### config.mk
export PLATFORM = sky130hd
export DESIGN_NAME = integer_set_store_unit
export DESIGN_NICKNAME = d
export VERILOG_FILES = /design/src/rtl/iss_pkg.sv /design/src/rtl/iss_cell.sv /design/src/rtl/integer_set_store_unit.sv
export SDC_FILE = /design/constraint.sdc
export NUM_CORES = 1
export LEC_CHECK = 0
export BUFFER_PORTS_ARGS = -buffer_cell sky130_fd_sc_hd__buf_2
export CAP_MARGIN = 40
export CORE_MARGIN = 3
export CORE_UTILIZATION = 60
export DETAILED_ROUTE_END_ITERATION = 10
export PLACE_DENSITY = 0.76
export SYNTH_ARGS = -nofsm -noshare
export SYNTH_HDL_FRONTEND = slang
export SYNTH_HIERARCHICAL = 1
export SYNTH_SLANG_ARGS = --single-unit
### constraint.sdc
create_clock -name clock -period 7.22 [get_ports clock]
set_input_delay 0.361 -clock clock [delete_from_list [all_inputs] [get_ports clock]]
set_output_delay 0.361 -clock clock [all_outputs]
set_load 0.02 [all_outputs]
### src/rtl/iss_pkg.sv
`timescale 1ns / 1ps
`default_nettype none

package iss_pkg;

   localparam int DATA_W  = 32;
   localparam int COUNT_W = 5;
   localparam int OP_W    = 2;

   typedef enum logic [OP_W-1:0] {
      OP_INSERT = 2'd0,
      OP_REMOVE = 2'd1,
      OP_QUERY  = 2'd2
   } op_type;

   // token and running "already matched" flag, handed cell to cell
   typedef struct packed {
      logic tok;
      logic seen;
   } link_type;

   // broadcast from the control to every cell
   typedef struct packed {
      logic              rm;
      logic              wr;
      logic [DATA_W-1:0] value;
   } cell_bus_type;

endpackage

`default_nettype wire

### src/rtl/iss_cell.sv
`timescale 1ns / 1ps
`default_nettype none

module iss_cell #(
   parameter int INDEX  = 0,
   parameter int HELD_W = 5
) (
   input  wire                           clock,
   input  wire                           reset,
   input  iss_pkg::cell_bus_type         bus,
   input  wire  [HELD_W-1:0]             held,
   input  iss_pkg::link_type             link_in,
   output iss_pkg::link_type             link_out,
   input  wire  [iss_pkg::DATA_W-1:0]    next_entry,
   output logic [iss_pkg::DATA_W-1:0]    entry
);

   logic [iss_pkg::DATA_W-1:0] entry_ff;
   logic [iss_pkg::DATA_W-1:0] entry_in;
   logic                       tok_ff;
   logic                       seen_ff;
   logic                       valid;
   logic                       match;

   assign valid = held > HELD_W'(INDEX);
   assign match = valid && (entry_ff == bus.value);

   always_comb begin
      entry_in = entry_ff;
      if (bus.wr && (held == HELD_W'(INDEX))) begin
         entry_in = bus.value;
      end else if (tok_ff && bus.rm && (seen_ff || match)) begin
         // close the gap: take the right neighbor's entry
         entry_in = next_entry;
      end
   end

   always_ff @(posedge clock) begin
      entry_ff <= entry_in;
      seen_ff  <= link_in.seen;
   end

   always_ff @(posedge clock) begin
      if (reset) begin
         tok_ff <= 1'b0;
      end else begin
         tok_ff <= link_in.tok;
      end
   end

   assign link_out.tok  = tok_ff;
   assign link_out.seen = seen_ff || match;
   assign entry         = entry_ff;

endmodule

`default_nettype wire

### src/rtl/integer_set_store_unit.sv
`timescale 1ns / 1ps
`default_nettype none

// Set store for up to CAPACITY distinct signed 32-bit values.
// Request channel (req_valid / req_stall, req_op, req_value): op insert, remove
// or query (the unused op code acts as a query). Response channel (rsp_valid /
// rsp_stall): was_member, count after the step, is_empty, status (1 = insert
// rejected, store full). One response per request, in order.
// The entries sit in a row of cells. A token walks the row one cell per cycle,
// carrying a flag that is set once a cell matched; on remove, every cell at
// or past the match takes its right neighbor's value as the token passes.
// Insert writes the slot at the current count once the walk has shown the
// value absent.
// Order: the token passes each cell's register in turn, then fin_ff, then the
// response register; a new request is taken only after the walk has finished.
// req_stall stays high from the accept until the response is loaded.
// A stalled response holds; a finished walk waits until the output register
// frees, so nothing is lost. Reset clears the count (empty set) and the
// control; entry contents need no reset.
module integer_set_store_unit #(
   parameter int CAPACITY = 16
) (
   input  wire                              clock,
   input  wire                              reset,
   input  wire                              req_valid,
   output logic                             req_stall,
   input  wire  [iss_pkg::OP_W-1:0]         req_op,
   input  wire  signed [iss_pkg::DATA_W-1:0] req_value,
   output logic                             rsp_valid,
   input  wire                              rsp_stall,
   output logic                             rsp_was_member,
   output logic [iss_pkg::COUNT_W-1:0]      rsp_count,
   output logic                             rsp_is_empty,
   output logic                             rsp_status
);

   localparam int HW = $clog2(CAPACITY + 1);

   // control
   logic                       busy_ff;
   logic                       busy_in;
   logic                       fin_ff;
   logic                       fin_in;
   logic                       member_ff;
   iss_pkg::op_type            op_ff;
   logic [iss_pkg::DATA_W-1:0] value_ff;
   logic [HW-1:0]              held_ff;
   logic [HW-1:0]              held_in;

   // response register
   logic                       rsp_valid_ff;
   logic                       rsp_valid_in;
   logic                       rsp_member_ff;
   logic [HW-1:0]              rsp_held_ff;
   logic                       rsp_status_ff;

   logic                       accept;
   logic                       finish;
   logic                       full;
   logic                       status_in;
   logic                       wr_en;

   iss_pkg::cell_bus_type      bus;
   iss_pkg::link_type          link  [0:CAPACITY];
   logic [iss_pkg::DATA_W-1:0] entry [0:CAPACITY-1];

   assign accept = req_valid && !busy_ff;
   // finish the walk only when the response register is free
   assign finish = fin_ff && !(rsp_valid_ff && rsp_stall);
   assign full   = held_ff == HW'(CAPACITY);

   // decide the step once membership is known
   always_comb begin
      held_in   = held_ff;
      status_in = 1'b0;
      wr_en     = 1'b0;
      case (op_ff)
         iss_pkg::OP_INSERT: begin
            if (!member_ff) begin
               if (!full) begin
                  wr_en   = finish;
                  held_in = held_ff + HW'(1);
               end else begin
                  status_in = 1'b1;
               end
            end
         end
         iss_pkg::OP_REMOVE: begin
            if (member_ff) begin
               held_in = held_ff - HW'(1);
            end
         end
         default: begin
            held_in = held_ff;
         end
      endcase
   end

   assign busy_in      = accept || (busy_ff && !finish);
   assign fin_in       = link[CAPACITY].tok || (fin_ff && !finish);
   assign rsp_valid_in = finish || (rsp_valid_ff && rsp_stall);

   always_ff @(posedge clock) begin
      if (reset) begin
         busy_ff      <= 1'b0;
         fin_ff       <= 1'b0;
         rsp_valid_ff <= 1'b0;
         held_ff      <= '0;
      end else begin
         busy_ff      <= busy_in;
         fin_ff       <= fin_in;
         rsp_valid_ff <= rsp_valid_in;
         if (finish) begin
            held_ff <= held_in;
         end
      end
   end

   // payload: capture the request, the walk outcome and the response
   always_ff @(posedge clock) begin
      if (accept) begin
         op_ff    <= iss_pkg::op_type'(req_op);
         value_ff <= $unsigned(req_value);
      end
      if (link[CAPACITY].tok) begin
         member_ff <= link[CAPACITY].seen;
      end
      if (finish) begin
         rsp_member_ff <= member_ff;
         rsp_held_ff   <= held_in;
         rsp_status_ff <= status_in;
      end
   end

   // broadcast to the row; inject the token at cell 0 on accept
   assign bus.rm    = op_ff == iss_pkg::OP_REMOVE;
   assign bus.wr    = wr_en;
   assign bus.value = value_ff;

   assign link[0].tok  = accept;
   assign link[0].seen = 1'b0;

   genvar gi;
   generate
      for (gi = 0; gi < CAPACITY; gi++) begin : g_cell
         logic [iss_pkg::DATA_W-1:0] nxt;
         if (gi < CAPACITY - 1) begin : g_mid
            assign nxt = entry[gi+1];
         end else begin : g_end
            // last slot falls beyond the count after a remove
            assign nxt = entry[gi];
         end
         iss_cell #(
            .INDEX  (gi),
            .HELD_W (HW)
         ) u_cell (
            .clock      (clock),
            .reset      (reset),
            .bus        (bus),
            .held       (held_ff),
            .link_in    (link[gi]),
            .link_out   (link[gi+1]),
            .next_entry (nxt),
            .entry      (entry[gi])
         );
      end
   endgenerate

   // count field: mask or extend the internal count to five bits
   generate
      if (HW >= iss_pkg::COUNT_W) begin : g_cnt_trunc
         assign rsp_count = rsp_held_ff[iss_pkg::COUNT_W-1:0];
      end else begin : g_cnt_ext
         assign rsp_count = {{(iss_pkg::COUNT_W-HW){1'b0}}, rsp_held_ff};
      end
   endgenerate

   assign req_stall      = busy_ff;
   assign rsp_valid      = rsp_valid_ff;
   assign rsp_was_member = rsp_member_ff;
   assign rsp_is_empty   = rsp_held_ff == '0;
   assign rsp_status     = rsp_status_ff;

endmodule

`default_nettype wire

* Word level (Yosys, flattened, before mapping)
Index checks and enable logic that the tools add are counted.
Word-level totals: register bits after elaboration 593, input port bits 38, output and inout port bits 10, logic and storage cells 254
Operators by class: $add $sub $neg 2, magnitude comparators 16, eq/ne operators 33, multiplexer cells 38, bitwise logic cells 1, reduce and logical (&&, ||, !) cells 107
Operators by type and width (number):
- $mux 32 | 30
- $eq 32x32->1 | 16
- $logic_and 1x1->1 | 67
- $eq 5x4->1 const B | 8
- $gt 5x4->1 const B | 8
- $reduce_bool 2->1 | 15
- $eq 5x3->1 const B | 4
- $gt 5x3->1 const B | 4
- $logic_or 1x1->1 | 18
- $mux 5 | 3
- $eq 5x2->1 const B | 2
- $gt 5x1->1 const B | 2
- $gt 5x2->1 const B | 2
- $logic_not 5->1 | 2
- $pmux 5 s2 | 1
- $add 5x1->5 const B | 1
- $eq 5x1->1 const B | 1
- $eq 5x5->1 const B | 1
- $sub 5x1->5 const B | 1
- $mux 1 | 4
- $logic_not 1->1 | 3
- $eq 2x1->1 const B | 1
- $logic_not 2->1 | 1
- $reduce_or 2->1 | 1
- $not 1->1 | 1

* Longest topological paths before layout
word-level depth 8, depth in mapped cells 10

* Cells and area by module
Netlist, hierarchy kept.
Modules (own cells, without submodules):
- iss_cell (g_cell[1].u_cell) | times used 1, cells each 121, area an instance 1948.1 um2, seq. area each 1001.0 um2
- iss_cell (g_cell[12].u_cell) | times used 1, cells each 122, area an instance 1930.6 um2, seq. area each 1001.0 um2
- iss_cell (g_cell[14].u_cell) | times used 1, cells each 121, area an instance 1930.6 um2, seq. area each 1001.0 um2
- iss_cell (g_cell[6].u_cell) | times used 1, cells each 121, area an instance 1924.3 um2, seq. area each 1001.0 um2
- iss_cell (g_cell[0].u_cell) | times used 1, cells each 121, area an instance 1921.8 um2, seq. area each 1001.0 um2
- iss_cell (g_cell[4].u_cell) | times used 1, cells each 130, area an instance 1919.3 um2, seq. area each 1001.0 um2
- iss_cell (g_cell[11].u_cell) | times used 1, cells each 128, area an instance 1845.5 um2, seq. area each 1001.0 um2
- integer_set_store_unit | times used 1, cells each 118, area an instance 1841.8 um2, seq. area each 1421.4 um2
- iss_cell (g_cell[2].u_cell) | times used 1, cells each 127, area an instance 1838.0 um2, seq. area each 1001.0 um2
- iss_cell (g_cell[8].u_cell) | times used 1, cells each 133, area an instance 1830.5 um2, seq. area each 1001.0 um2
- iss_cell (g_cell[5].u_cell) | times used 1, cells each 122, area an instance 1829.3 um2, seq. area each 1001.0 um2
- iss_cell (g_cell[7].u_cell) | times used 1, cells each 127, area an instance 1825.5 um2, seq. area each 1001.0 um2
- iss_cell (g_cell[9].u_cell) | times used 1, cells each 122, area an instance 1818.0 um2, seq. area each 1001.0 um2
- iss_cell (g_cell[3].u_cell) | times used 1, cells each 121, area an instance 1814.2 um2, seq. area each 1001.0 um2
- 3 more rows

* Worst setup path before layout
OpenSTA, ideal clock, no wires.
path type reg-to-reg, start point reg held_ff[0], end point reg g_cell[7].u_cell.entry_ff, in the netlist g_cell[7].u_cell/entry[0], enable pin, library setup time 425 ps, arrival 4139 ps, required time 6795 ps, slack 2656 ps, stages on the path, launching flop included 11, buffers on the path 1, period minus slack after synthesis 4564 ps, cell sequence dfxtp_1 > inv_1 > ha_1 > nand4bb_1 > nand2_1 > nor2_1 > nand4_1 > nor3_4 > buf_6 > a31oi_1 > o21ai_1
RTL lines:
- start: declaration | RTL line integer_set_store_unit.sv:47 | logic [HW-1:0] held_ff;
- start signal: assignment | RTL line integer_set_store_unit.sv:114 | held_ff <= held_in;
- end signal: assignment | RTL line iss_cell.sv:39 | entry_ff <= entry_in;
- end: declaration | RTL line iss_cell.sv:18 | logic [iss_pkg::DATA_W-1:0] entry_ff;

==> run metrics <==
status=completed; antenna violations before repair=1; first-pass GRT wire length=121,000 um; Top Ports=48; cell-internal power=roughly 5600 uW; EDFF count, synth=approximately 550; maxcap violations=0; initial core utilization=0.612; GRT Util Overall=0.285; final hold slack=between 0.04 and 0.05 ns; CP Class=reg2reg; DRC=0; Layout fillers=3,544; drt pass-1 iters=7; Die H=roughly 240 um; Setup Fix Bufs, Post-CTS=0; IO buf count=between 40 and 50; DRT antenna net count=0; Layout area overhead=10.3%; number of global-route vias before repair=about 19,000; cell area after layout=approximately 0.035 sq mm; Crit. End Element=flip-flop; max-slew violation count=0; final setup TNS=0 ns; leading cell type in the layout, fill and taps excluded=edfxtp_1; Setup violations, final=0; share of layout cells above drive strength 1=0.323; Pleak=between 0.009 and 0.01 uW; DIE AREA=roughly 0.056 sq mm; worst vdd ir=around 190 uV; Post-CTS Hold Buffers=34; Ys Warns=6; CTS root buf=clkbuf_16; clk slew on worst S/H paths=~0.070 ns; Synth Flop Type=edfxtp_1; reg2reg path depth=8; post_cts resized=0; Die X=around 240 um; clk_skew=between 0.02 and 0.03 ns; post-DP HPWL=50,800 um; hold worst-path end=rsp_valid; worst slew pin tran=between 0.8 and 0.9 ns; setup slack, reg-to-reg=roughly 3.6 ns; Final Cycle Share=0.507; final wirelength=80,100 um; Via density=6.28; CTS tree=built; P per Cell Area=about 210 mW/mm^2; CP Launch Type=flip-flop; Worst slew margin=0.440; Critical Path AT=around 3.9 ns; total gr overflow=0; clock power share=0.423; Hold/Removal Path Class=in2reg; drt wl/cell=~27 um; GP Congestion=about 0.87; hold-critical path depth=3; Hold Crit Start=rsp_stall; CTS buffer count=about 60; Total Nets Final=roughly 2,300; area post-placement=0.0326 sq mm; most frequent cells in the layout=554 x edfxtp_1, 335 x xnor2_1, 317 x mux2_2; launching point of the worst reg2reg path=held_ff[2]; crit path time final=~3.7 ns; CTS max path bufs=3; synthesized area=roughly 0.032 sq mm; Avg Cell Area, Syn=15.1 sq um; RR Endpoint=g_cell[13].u_cell/entry[21]; post-synth cell types=80; CP required=roughly 7.5 ns; CTS sink count=between 500 and 600; Seq/Total Area, Yosys=0.551; clk_lat worst skew=~0.64 ns; Seq pwr share=0.524; Std-Cell Rows=83; Core Region=between 0.05 and 0.06 sq mm; Syn Inst Count=~2,100; f_max=around 0.27 GHz; RSZ-0062 raised after global routing=no; sw power=about 1600 uW; flops & latches, synth=594; vias post-DR=about 19,000; logic gate share of total power=0.053; CTS H-tree depth=2; final hold violation count=0; critical path fanouts, max=34; Post-Syn Nets=about 2,100; ys async rst share=0; switch share=0.223; largest net degree at the start of global routing=37; Initial DRC Count=1,741
stage by stage:
stage | worst slack [ns] | util | std cells | total power (uW)
5_1_grt | 3.32 | 0.675 | 2974 | 7340
6_report | 3.56 | 0.675 | 2975 | 7160
2_1_floorplan | 2.66 | - | 2102 | 4030
4_1_cts | 3.61 | 0.675 | 2973 | 7180
3_3_place_gp | 3.52 | 0.629 | 2818 | 4170
3_5_place_dp | 3.64 | 0.631 | 2823 | 4180
synthesized netlist by cell type (all sizes together), types with 6 or more instances:
cell,count,area share
xnor2,335,0.093
nand2,32,0.0044
o22ai,8,0.0016
dfxtp,40,0.025
nand4,94,0.019
and3,6,0.0013
nor2b,20,0.0040
o21ai,19,0.0030
o211ai,8,0.0021
nor3,23,0.0052
nor2,23,0.0030
edfxtp,554,0.53
nand3,19,0.0037
xor2,153,0.042
mux2,508,0.20
nand2b,14,0.0028
a21oi,10,0.0016
inv,33,0.0039
nor4,54,0.012
a31oi,10,0.0020
buf,68,0.021
cell type report:
| class | count | area [sq um] | area share |
|---|---|---|---|
| multi-input cells | 1405 | 13400 | 0.385 |
| diodes | 2 | 5.00 | 0.000143 |
| clock buffers | 88 | 1730 | 0.0496 |
| inverters | 33 | 124 | 0.00355 |
| clock inverters | 28 | 185 | 0.00531 |
| repair buffers | 145 | 1130 | 0.0323 |
| well taps | 680 | 851 | 0.0244 |
| flip-flops and latches | 594 | 17400 | 0.500 |
state kept, by name, summed over array words and instances, names as in the netlist, 2 cells and up:
name,cells
g_cell.u_cell/seen_ff,16
op_ff,2
g_cell.u_cell/tok_ff,16
g_cell.u_cell/entry,512
held_ff,5
rsp_count,5
value_ff,32
cell families (layout without fill, tap and decap cells):
kind of cell    Yosys count  in the layout  share of synthesized area
xor+xnor                488            488                      0.135
other cells               1              3                   0.000119
simple gates            317            317                     0.0659
buf+inv                 103            294                     0.0254
flops                   594            594                      0.551
mux                     508            508                      0.201
fa+ha+maj                 3              3                    0.00119
compound gates           88             88                     0.0201
critical path, cell delays in order (launching register included):
cell	delay (ns)
dfxtp_2	0.87
nand4bb_1	0.28
nand2_1	0.12
nor2_1	0.12
buf_4	0.27
and4bb_2	0.26
nand3_2	0.60
o211ai_1	0.34
buf_4	0.42
how the worst max path moves through the flow:
stage                          start                          end  slack [ns]
after detailed placement   rsp_stall  g_cell[13].u_cell/entry[24]        3.64
after global placement     rsp_stall  g_cell[14].u_cell/entry[19]        3.52
after floorplan           held_ff[0]    g_cell[7].u_cell/entry[0]        2.66
after CTS                 held_ff[1]  g_cell[13].u_cell/entry[24]        3.61
final                     held_ff[2]  g_cell[13].u_cell/entry[21]        3.56
after global routing      held_ff[2]  g_cell[13].u_cell/entry[18]        3.32
power groups by stage:
stage | logic, uW | clock network (uW) | registers, uW
3_5_place_dp | 357 | 0 | 3820
2_1_floorplan | 145 | 0 | 3880
3_3_place_gp | 346 | 0 | 3820
5_1_grt | 399 | 3200 | 3750
6_report | 382 | 3030 | 3750
4_1_cts | 374 | 3060 | 3750
metal layers:
metal  share of wire  routed length, um  global-route usage
met1            0.40              32200               0.371
met2            0.50              39800               0.483
met3           0.065               5170              0.0462
met4           0.037               2940               0.105
met5               0                  0                   0
Power figures use the tool's default switching activity.
